[src/mlp_relu_forward_pass_macros.svh]
// Assertion macros for the network inference block.
// Taken in by the modules that carry concurrent checks; no other dependencies.
`ifndef MLP_RELU_FORWARD_PASS_MACROS_SVH
`define MLP_RELU_FORWARD_PASS_MACROS_SVH
`ifndef SYNTHESIS
`define MLP_ASSERT(lbl, prop, msg) \
  lbl: assert property (@(posedge clk_i) disable iff (!rst_ni) prop) else $error(msg);
`define MLP_ASSERT_ALWAYS(lbl, prop, msg) \
  lbl: assert property (@(posedge clk_i) prop) else $error(msg);
`else
`define MLP_ASSERT(lbl, prop, msg)
`define MLP_ASSERT_ALWAYS(lbl, prop, msg)
`endif
`endif

[src/mlp_pkg.sv]
// Shared types, constants and arithmetic helpers of the network inference block.
// No dependencies.
package mlp_pkg;

  localparam int MAX_LAYERS  = 4;
  localparam int MAX_NEURONS = 64;
  localparam int VALUE_WIDTH = 32;
  localparam int FRAC_BITS   = 16;
  localparam int ACC_W       = 2 * VALUE_WIDTH;

  localparam int LAYER_W  = $clog2(MAX_LAYERS);
  localparam int IDX_W    = $clog2(MAX_NEURONS);
  localparam int CNT_W    = IDX_W + 1;
  localparam int NL_W     = $clog2(MAX_LAYERS + 1);
  localparam int W_DEPTH  = MAX_LAYERS * MAX_NEURONS * MAX_NEURONS;
  localparam int B_DEPTH  = MAX_LAYERS * MAX_NEURONS;
  localparam int A_DEPTH  = 2 * MAX_NEURONS;
  localparam int W_ADDR_W = $clog2(W_DEPTH);
  localparam int B_ADDR_W = $clog2(B_DEPTH);
  localparam int A_ADDR_W = $clog2(A_DEPTH);

  localparam int NUM_REGS = 6;
  localparam int PADDR_W  = $clog2(NUM_REGS) + 2;

  // Register indexes.
  localparam logic [2:0] REG_LAYER_COUNT = 3'd0;
  localparam logic [2:0] REG_INPUT_WIDTH = 3'd1;
  localparam logic [2:0] REG_LAYER1      = 3'd2;
  localparam logic [2:0] REG_LAYER2      = 3'd3;
  localparam logic [2:0] REG_LAYER3      = 3'd4;
  localparam logic [2:0] REG_LAYER4      = 3'd5;

  // Item modes.
  localparam logic [1:0] MODE_WEIGHT = 2'd0;
  localparam logic [1:0] MODE_BIAS   = 2'd1;
  localparam logic [1:0] MODE_INPUT  = 2'd2;

  typedef struct packed {
    logic [1:0]                    mode;
    logic [1:0]                    layer_index;
    logic [5:0]                    target_index;
    logic [5:0]                    source_index;
    logic signed [VALUE_WIDTH-1:0] value;
  } mlp_in_t;

  typedef struct packed {
    logic [5:0]                    neuron_index;
    logic signed [VALUE_WIDTH-1:0] output_value;
    logic                          last_output;
  } mlp_out_t;

  // Saturated configuration seen by the controller.
  typedef struct packed {
    logic [NL_W-1:0]       nl;
    logic [4:0][CNT_W-1:0] w;   // w[0] input width, w[k] layer k width
  } mlp_cfg_t;

  typedef struct packed {
    logic                wr_weight;
    logic                wr_bias;
    logic                wr_act_in;
    logic                issue;
    logic                issue_last;
    logic                add_bias;
    logic                res_wr;
    logic                relu;
    logic                act_rd;
    logic                out_load;
    logic [W_ADDR_W-1:0] w_raddr;
    logic [B_ADDR_W-1:0] b_raddr;
    logic [A_ADDR_W-1:0] act_raddr;
    logic [A_ADDR_W-1:0] act_waddr;
  } mlp_cmd_t;

  typedef struct packed {
    logic mac_done;
  } mlp_stat_t;

  function automatic logic [CNT_W-1:0] sat_width(input logic [6:0] w);
    logic [CNT_W-1:0] r;
    if (w == 7'd0) begin
      r = CNT_W'(1);
    end else if (32'(w) > MAX_NEURONS) begin
      r = CNT_W'(MAX_NEURONS);
    end else begin
      r = CNT_W'(w);
    end
    return r;
  endfunction

  function automatic logic [NL_W-1:0] sat_layers(input logic [2:0] n);
    logic [NL_W-1:0] r;
    if (n == 3'd0) begin
      r = NL_W'(1);
    end else if (32'(n) > MAX_LAYERS) begin
      r = NL_W'(MAX_LAYERS);
    end else begin
      r = NL_W'(n);
    end
    return r;
  endfunction

  function automatic logic signed [ACC_W-1:0] sat_add(input logic signed [ACC_W-1:0] a,
                                                      input logic signed [ACC_W-1:0] b);
    logic signed [ACC_W-1:0] s;
    s = a + b;
    if (!a[ACC_W-1] && !b[ACC_W-1] && s[ACC_W-1]) begin
      s = {1'b0, {(ACC_W-1){1'b1}}};
    end else if (a[ACC_W-1] && b[ACC_W-1] && !s[ACC_W-1]) begin
      s = {1'b1, {(ACC_W-1){1'b0}}};
    end
    return s;
  endfunction

  // Round to nearest (ties up) and saturate to the value range.
  function automatic logic signed [VALUE_WIDTH-1:0] round_sat(
      input logic signed [ACC_W-1:0] a);
    logic [ACC_W-FRAC_BITS:0] t;
    logic [VALUE_WIDTH-1:0]   r;
    t = {a[ACC_W-1], a[ACC_W-1:FRAC_BITS]}
        + {{(ACC_W-FRAC_BITS){1'b0}}, a[FRAC_BITS-1]};
    if (t[ACC_W-FRAC_BITS:VALUE_WIDTH-1] == '0
        || t[ACC_W-FRAC_BITS:VALUE_WIDTH-1] == '1) begin
      r = t[VALUE_WIDTH-1:0];
    end else if (t[ACC_W-FRAC_BITS]) begin
      r = {1'b1, {(VALUE_WIDTH-1){1'b0}}};
    end else begin
      r = {1'b0, {(VALUE_WIDTH-1){1'b1}}};
    end
    return r;
  endfunction

endpackage

[src/mlp_ctrl.sv]
// Sequencer of the network inference block: loads, layer/neuron/source loops, output beats.
// Depends on mlp_pkg and mlp_relu_forward_pass_macros.svh.
`include "mlp_relu_forward_pass_macros.svh"
module mlp_ctrl (
  input  logic                clk_i,
  input  logic                rst_ni,
  input  mlp_pkg::mlp_cfg_t   cfg_i,
  input  logic                in_valid_i,
  output logic                in_stall_o,
  input  mlp_pkg::mlp_in_t    in_data_i,
  output logic                out_valid_o,
  input  logic                out_stall_i,
  output logic [5:0]          out_index_o,
  output logic                out_last_o,
  output mlp_pkg::mlp_cmd_t   cmd_o,
  input  mlp_pkg::mlp_stat_t  stat_i
);

  localparam logic [2:0] S_IDLE  = 3'd0;
  localparam logic [2:0] S_ISSUE = 3'd1;
  localparam logic [2:0] S_WAIT  = 3'd2;
  localparam logic [2:0] S_FIN   = 3'd3;
  localparam logic [2:0] S_RND   = 3'd4;
  localparam logic [2:0] S_ORD   = 3'd5;
  localparam logic [2:0] S_OLD   = 3'd6;
  localparam logic [2:0] S_OHOLD = 3'd7;

  logic [2:0]                     state_q, state_d;
  logic [mlp_pkg::LAYER_W-1:0]    l_q, l_d;
  logic [mlp_pkg::IDX_W-1:0]      t_q, t_d;
  logic [mlp_pkg::IDX_W-1:0]      s_q, s_d;
  logic                           cur_q, cur_d;
  logic                           last_q, last_d;
  logic                           accept;
  logic [mlp_pkg::CNT_W-1:0]      sw, tw, ow;
  logic [mlp_pkg::NL_W-1:0]       l_next;
  logic                           s_end, t_end, o_end;

  assign accept = in_valid_i && !in_stall_o;
  assign l_next = mlp_pkg::NL_W'(l_q) + mlp_pkg::NL_W'(1);
  assign sw     = cfg_i.w[l_q];
  assign tw     = cfg_i.w[l_next];
  assign ow     = cfg_i.w[cfg_i.nl];
  assign s_end  = ({1'b0, s_q} == sw - mlp_pkg::CNT_W'(1));
  assign t_end  = ({1'b0, t_q} == tw - mlp_pkg::CNT_W'(1));
  assign o_end  = ({1'b0, t_q} == ow - mlp_pkg::CNT_W'(1));

  always_comb begin
    state_d = state_q;
    l_d     = l_q;
    t_d     = t_q;
    s_d     = s_q;
    cur_d   = cur_q;
    last_d  = last_q;
    cmd_o   = '0;
    cmd_o.w_raddr   = {l_q, t_q, s_q};
    cmd_o.b_raddr   = {l_q, t_q};
    cmd_o.act_raddr = {cur_q, s_q};
    cmd_o.act_waddr = {~cur_q, t_q};
    cmd_o.relu      = (l_next < cfg_i.nl);
    case (state_q)
      S_IDLE: begin
        if (accept) begin
          case (in_data_i.mode)
            mlp_pkg::MODE_WEIGHT: cmd_o.wr_weight = 1'b1;
            mlp_pkg::MODE_BIAS:   cmd_o.wr_bias   = 1'b1;
            mlp_pkg::MODE_INPUT: begin
              cmd_o.wr_act_in = 1'b1;
              if ({1'b0, in_data_i.source_index} == cfg_i.w[0] - mlp_pkg::CNT_W'(1)) begin
                l_d     = '0;
                t_d     = '0;
                s_d     = '0;
                cur_d   = 1'b0;
                state_d = S_ISSUE;
              end
            end
            default: ;
          endcase
        end
      end
      S_ISSUE: begin
        cmd_o.issue      = 1'b1;
        cmd_o.issue_last = s_end;
        s_d = s_q + mlp_pkg::IDX_W'(1);
        if (s_end) begin
          state_d = S_WAIT;
        end
      end
      S_WAIT: begin
        if (stat_i.mac_done) begin
          state_d = S_FIN;
        end
      end
      S_FIN: begin
        cmd_o.add_bias = 1'b1;
        state_d = S_RND;
      end
      S_RND: begin
        cmd_o.res_wr = 1'b1;
        s_d = '0;
        if (t_end) begin
          t_d   = '0;
          cur_d = ~cur_q;
          if (l_next == cfg_i.nl) begin
            state_d = S_ORD;
          end else begin
            l_d     = l_q + mlp_pkg::LAYER_W'(1);
            state_d = S_ISSUE;
          end
        end else begin
          t_d     = t_q + mlp_pkg::IDX_W'(1);
          state_d = S_ISSUE;
        end
      end
      S_ORD: begin
        cmd_o.act_rd    = 1'b1;
        cmd_o.act_raddr = {cur_q, t_q};
        state_d = S_OLD;
      end
      S_OLD: begin
        cmd_o.out_load = 1'b1;
        last_d  = o_end;
        state_d = S_OHOLD;
      end
      S_OHOLD: begin
        if (!out_stall_i) begin
          if (last_q) begin
            state_d = S_IDLE;
          end else begin
            t_d     = t_q + mlp_pkg::IDX_W'(1);
            state_d = S_ORD;
          end
        end
      end
      default: state_d = S_IDLE;
    endcase
  end

  always_ff @(posedge clk_i or negedge rst_ni) begin
    if (!rst_ni) begin
      state_q <= S_IDLE;
      l_q     <= '0;
      t_q     <= '0;
      s_q     <= '0;
      cur_q   <= 1'b0;
      last_q  <= 1'b0;
    end else begin
      state_q <= state_d;
      l_q     <= l_d;
      t_q     <= t_d;
      s_q     <= s_d;
      cur_q   <= cur_d;
      last_q  <= last_d;
    end
  end

  assign in_stall_o  = (state_q != S_IDLE);
  assign out_valid_o = (state_q == S_OHOLD);
  assign out_index_o = t_q;
  assign out_last_o  = last_q;

  `MLP_ASSERT(a_src_in_range, state_q == S_ISSUE |-> {1'b0, s_q} < sw, "source past layer width")
  `MLP_ASSERT(a_mac_in_wait, stat_i.mac_done |-> state_q == S_WAIT, "mac done outside wait")
  `MLP_ASSERT(a_last_to_idle, (out_valid_o && !out_stall_i && last_q) |=> state_q == S_IDLE,
              "run did not end after last beat")

endmodule

[config.mk]
export PLATFORM = sky130hd
export DESIGN_NAME = mlp_ctrl
export DESIGN_NICKNAME = d
export VERILOG_FILES = /design/src/mlp_pkg.sv /design/src/mlp_ctrl.sv
export VERILOG_INCLUDE_DIRS = /design/src /design/src/src
export SDC_FILE = /design/constraint.sdc
export NUM_CORES = 1
export LEC_CHECK = 0
export BUFFER_PORTS_ARGS = -buffer_cell sky130_fd_sc_hd__buf_2
export CAP_MARGIN = 5
export CORE_UTILIZATION = 53
export DETAILED_ROUTE_END_ITERATION = 8
export HOLD_SLACK_MARGIN = 0.02
export PLACE_DENSITY = 0.95
export SYNTH_ARGS = -nofsm -noshare
export SYNTH_HDL_FRONTEND = slang
export SYNTH_SLANG_ARGS = --single-unit
[constraint.sdc]
create_clock -name clk_i -period 9.31 [get_ports clk_i]
set_clock_uncertainty 0.15 [all_clocks]
set_input_delay 0.931 -clock clk_i [delete_from_list [all_inputs] [get_ports clk_i]]
set_output_delay 0.931 -clock clk_i [all_outputs]
set_load 0.01 [all_outputs]
# Word-level counts from Yosys, hierarchy flattened

Cells that the tools add are included.

Flip-flop bits (word level): 19
Bits in latches: 0
Memory bits (writable): 0
Memory bits (read-only): 0
Bits of input ports: 91
Output and inout bits: 55
Logic and storage cells: 101
Memories kept: 0

Add/subtract/negate cells: 8
Multiply operators: 0
Div/mod/pow operators: 0
Magnitude comparators: 4
Eq/ne operators: 23
Shifts and indexed selects: 0
Muxes and demuxes: 46
Bitwise gates (word level): 1
Reductions and logical operators: 13

Operators by type and width:

| operator                                                   | number |
|---|---|
| binary-select mux 7 bit (select 3 bit)                     | 2 |
| 2-to-1 mux 6 bit                                           | 7 |
| case mux 6 bit (3 select lines)                            | 2 |
| 2-to-1 mux 3 bit                                           | 11 |
| equality test 6 x 7 -> 1 bit                               | 4 |
| subtractor 7 x 1 -> 7 bit, second input constant           | 4 |
| case mux 3 bit (8 select lines)                            | 1 |
| 2-to-1 mux 7 bit                                           | 3 |
| AND reduction 6 bit                                        | 3 |
| inequality test 2 bit, second input constant               | 8 |
| binary-select mux 7 bit (select 2 bit)                     | 1 |
| adder 6 x 1 -> 6 bit, second input constant                | 2 |
| equality test 3 bit, second input constant                 | 4 |
| 2-to-1 mux 2 bit                                           | 6 |
| 2-to-1 mux 1 bit                                           | 11 |
| nonzero test 3 bit                                         | 3 |
| less-than comparator 3 x 4 -> 1 bit, second input constant | 2 |
| equality test 3 x 2 -> 1 bit, second input constant        | 2 |
| AND reduction 5 bit                                        | 1 |
| less-than comparator 2 x 4 -> 1 bit, second input constant | 1 |
| case mux 2 bit (2 select lines)                            | 1 |
| AND reduction 4 bit                                        | 1 |
| adder 2 x 1 -> 3 bit, second input constant                | 1 |
| equality test 3 x 1 -> 1 bit, second input constant        | 1 |
| other kinds (13)                                           | 13 |

# Longest topological paths before layout

Depth after elaboration: 7
Gate-level depth with buffers: 13
Gate-level depth less buffers: 11

# Worst setup path before layout

OpenSTA, ideal clock, no wires.

Path kind: input to output
Start point: input cfg_i[3] (netlist bit)
End point: output cmd_o[41] (netlist bit)
Arrival time: 2.660 ns
Data required time: 8.229 ns
Setup slack: 5.569 ns
Stages on the path: 8
Buffers on the path: 1
Cells stage by stage: buf_2 > mux4_2 > or4_1 > o21ai_1 > a21boi_1 > o22ai_1 > o211a_2 > and2_1

RTL lines:

| what        | RTL line       | text |
|---|---|---|
| from (decl) | mlp_ctrl.sv:7  | `input mlp_pkg::mlp_cfg_t cfg_i,` |
| to (decl)   | mlp_ctrl.sv:15 | `output mlp_pkg::mlp_cmd_t cmd_o,` |

# Worst setup path after layout

Start point: register l_q[1] (netlist bit)
End point: register t_q (netlist bit out_index_o[4])

Word-level cells in the longest chain between the ends: 7

RTL lines:

| what                                   | RTL line        | text |
|---|---|---|
| from (decl)                            | mlp_ctrl.sv:29  | `logic [mlp_pkg::LAYER_W-1:0] l_q, l_d;` |
| from (signal assigned)                 | mlp_ctrl.sv:149 | `l_q <= l_d;` |
| adder 2 x 1 -> 3 bit                   | mlp_ctrl.sv:40  | `assign l_next = mlp_pkg::NL_W'(l_q) + mlp_pkg::NL_W'(1);` |
| binary-select mux 7 bit (select 3 bit) | mlp_ctrl.sv:42  | `assign tw = cfg_i.w[l_next];` |
| 2-to-1 mux 7 bit (implied by the code) | mlp_ctrl.sv:42  |  |
| subtractor 7 x 1 -> 7 bit              | mlp_ctrl.sv:45  | `assign t_end = ({1'b0, t_q} == tw - mlp_pkg::CNT_W'(1));` |
| equality test 6 x 7 -> 1 bit           | mlp_ctrl.sv:45  |  |
| 2-to-1 mux 6 bit                       | mlp_ctrl.sv:101 | `if (t_end) begin` |
| case mux 6 bit (3 select lines)        | mlp_ctrl.sv:61  | `case (state_q)` |
| to (signal assigned)                   | mlp_ctrl.sv:150 | `t_q <= t_d;` |
| to (decl)                              | mlp_ctrl.sv:30  | `logic [mlp_pkg::IDX_W-1:0] t_q, t_d;` |

No other way between the ends. The select of a mux whose other input is x is not followed.
A chain may end at the register's enable or synchronous reset.

==> results.toml <==
[run_status]
status = "complete, no violations"

[layout]
drive_gt1_share_pct = 28.91
area_growth_pct = 12.66
postLayoutCoreUtil_pct = 62.08
nets = 573
ff_latch_area_sq_um = 475.5
num_antenna_cells = 0
layout.cells.non_filler = 542
fill_cells = 511
multiInputGateArea_sq_um = 2470

[die]
die_h_microns = 80.69
rows = 28
core_sq_um = 5956
dieArea_sq_um = 6511
io_pins = 146
die_width_microns = 80.69
start_util_pct = 55.11

[sta]
fin_crit_ns = 4.878
tightest_slew_ns = 0.8773
finalSetupViolations = 0
max_freq_mhz = 205.0
finalHoldViolCount = 0
fin_crit_sh_pct = 52.39
tns_ns = 0
slew_viol_final = 0
timing.slew.headroom_pct = 40.00
grt_setup_unrepaired = "false"
setup_slack_ns = 4.432

[yosys]
synth-compound-area-share_pct = 21.12
ys.flop_type = "dfrtp_1"
syn_area_per_cell_sq_um = 8.225
synthMuxAreaShare_pct = 17.38
yosys_warnings = 0
yosys.area_share.simple_pct = 21.27
syn-instance-count = 399
synth_top_family_by_area = "simple AND/OR/NAND/NOR gates"
ys_top_cells_by_area = "dfrtp_1, mux2i_1, xnor2_1"
synth_top_cell_area_share_pct = 14.49
synthAdderAreaFrac_pct = 5.337
synth-xor-area-share_pct = 10.14
syn-cell-area_sq_um = 3282
synth_nets = 504
synth_edf_count = 0
yosys_register_bits = 19
async_reset_ff_share_pct = 100.0
ys_types = 70
synth_area_leader_cell = "dfrtp_1"
yosysSeqAreaShare_pct = 14.49

[global_route]
antenna_found_initial = 0
gr-usage-all-layers_pct = 30.17
overflow = 0
grt_pass1_wl_microns = 15240
grt_start_max_net_pins = 36
grt_pass1_vias = 3305

[routing]
dr_wl_met3_microns = 658
met2WireLength_microns = 4853
wirelength_microns = 9696
drtIter0Drc = 287
dr_total_vias = 3505
viasPerCell = 6.467
drc = 0
first_pass_iters = 7
top_layer_used = "met4"
wl_met1_microns = 3799
postRouteAntennaNets = 0
wl_per_cell_microns = 17.89

[setup_path]
crit_fanout = 18
worstSetupStartpointType = "flip-flop"
rrSetupSlack_ns = 4.43
cp.arrival_ns = 4.87
required_ns = 9.31
slowest_delay_ns = 0.78
slowest_stage = "dfrtp_1"
end_kind = "flip-flop"
path_cells = "ha_1, mux2_1, a221o_1, nand2_1, ha_1, nor4b_1, nand4_1, xnor2_1, a2111oi_2, nand2_1, o311a_1"
r2r_cells = 11
crit_type = "reg2reg"

[clock_network]
cts_buffer_depth = 2
numCtsBuffers = 3
cts_tree = "done"
clk_pin_slew_ns = 0.08
clock_sinks = 19
clock_latency_ns = 0.26
cts-resized-gates = 0
ctsHoldBuffers = 0
cts_htree_levels = 1
cts-root-buf = "clkbuf_8"
post_cts_buffers = 0

[placement]
gp_congestion = 0.9729
place_inst = 538
dp_hpwl_microns = 7503
preCtsSetupSlack_ns = 4.481
port_buffers = 105

[power_and_ir_drop]
p_leak_nw = 1.778
p_per_area_nw_per_um2 = 235.4
finalPower_uw = 870.3
vdd_drop_max_mv = 0.1317

[run]
maxCapViolations = 0

[hold_path]
hp-class = "in2async"
==> where the power goes <==
| part | internal [mW] | switching [mW] | total, mW |
|---|---|---|---|
| combinational | 0.274 | 0.385 | 0.659 |
| clock | 0.0298 | 0.0297 | 0.0595 |
| sequential | 0.103 | 0.0484 | 0.152 |
==> final cells by class <==
class | count | share of cell area (%)
Tap cell | 75 | 2.538
Clock inverter | 1 | 0.1354
Multi-Input combinational cell | 317 | 66.80
Timing Repair Buffer | 106 | 14.42
Clock buffer | 3 | 1.117
Sequential cell | 19 | 12.86
Inverter | 21 | 2.132
==> synth_stat cells (all sizes together), types with 3 or more instances <==
master	n
buf	33
nor2	33
mux2i	30
xnor2	23
inv	21
nand2	21
dfrtp	19
a21oi	15
xor2	15
ha	14
o21ai	13
nand3	12
mux2	10
and2	9
clkbuf	9
nand4	9
nor3	8
and3	7
mux4	7
nor2b	6
nand2b	5
o22ai	5
o2bb2ai	5
o311a	5
a211oi	4
nand3b	4
or2	4
or3	4
a2111oi	3
a21o	3
a221o	3
a31oi	3
o211ai	3
o21a	3
o221ai	3
o31ai	3
==> kinds of logic (layout without fill, tap and decap cells) <==
logic type	Yosys count	after routing
xor gates and xnor gates	38	38
AOI/OAI and AO/OA	88	88
DFF	19	19
adders and majority gates	14	14
muxes	47	47
buffers and inverters	63	131
and+or+nand+nor	130	130
==> state kept, by name, summed over array words and instances (netlist names) <==
signal       flops
out_index_o      6
out_last_o       1
l_q              2
s_q              6
cur_q            1
state_q          3
==> worst paths after layout <==
path	from	endpoint
max in group asynchronous	rst_ni	out_index_o[0]
worst min register to register	cur_q	cur_q
worst min-delay path	rst_ni	s_q[5]
min in group clk_i	cur_q	cur_q
worst max register to register	l_q[1]	out_index_o[4]
worst max-delay path	l_q[1]	out_index_o[4]
==> stage by stage <==
step | hold slack (ns) | cell area [sq um]
floorplan | 0.3998 | 3282
detailed placement | 0.4555 | 3651
CTS | 0.4665 | 3697
global placement | 0.4425 | 3651
finish | 0.4529 | 3697
global route | 0.4697 | 3697
==> worst max-delay path, delay by kind of cell (launching register included) <==
kind	cells	cell delay, ns
AOI/OAI and AO/OA	3	1.47
xor gates and xnor gates	1	0.17
adders and majority gates	2	1.01
DFF	1	0.78
muxes	1	0.39
and+or+nand+nor	4	0.79
==> routing by layer <==
layer | vias up | GRT usage (%)
li1 | 1587 | -
met1 | 1664 | 35.21
met2 | 213 | 53.05
met3 | 41 | 3.523
met4 | 0 | 16.79
met5 | - | 0
==> placed cells by master (no fill, tap or decap), types with 8 or more instances in the layout <==
cell     synthesis  routed
a21oi_1         15      15
and2_1           8       8
buf_2            8     105
dfrtp_1         19      19
ha_1            14      14
inv_1           20      20
mux2i_1         30      30
nand2_1         21      21
nand3_1         12      12
nand4_1          9       9
nor2_1          32      32
nor3_1           8       8
xnor2_1         23      23
xor2_1          15      15
Power figures use the tool's default switching activity.
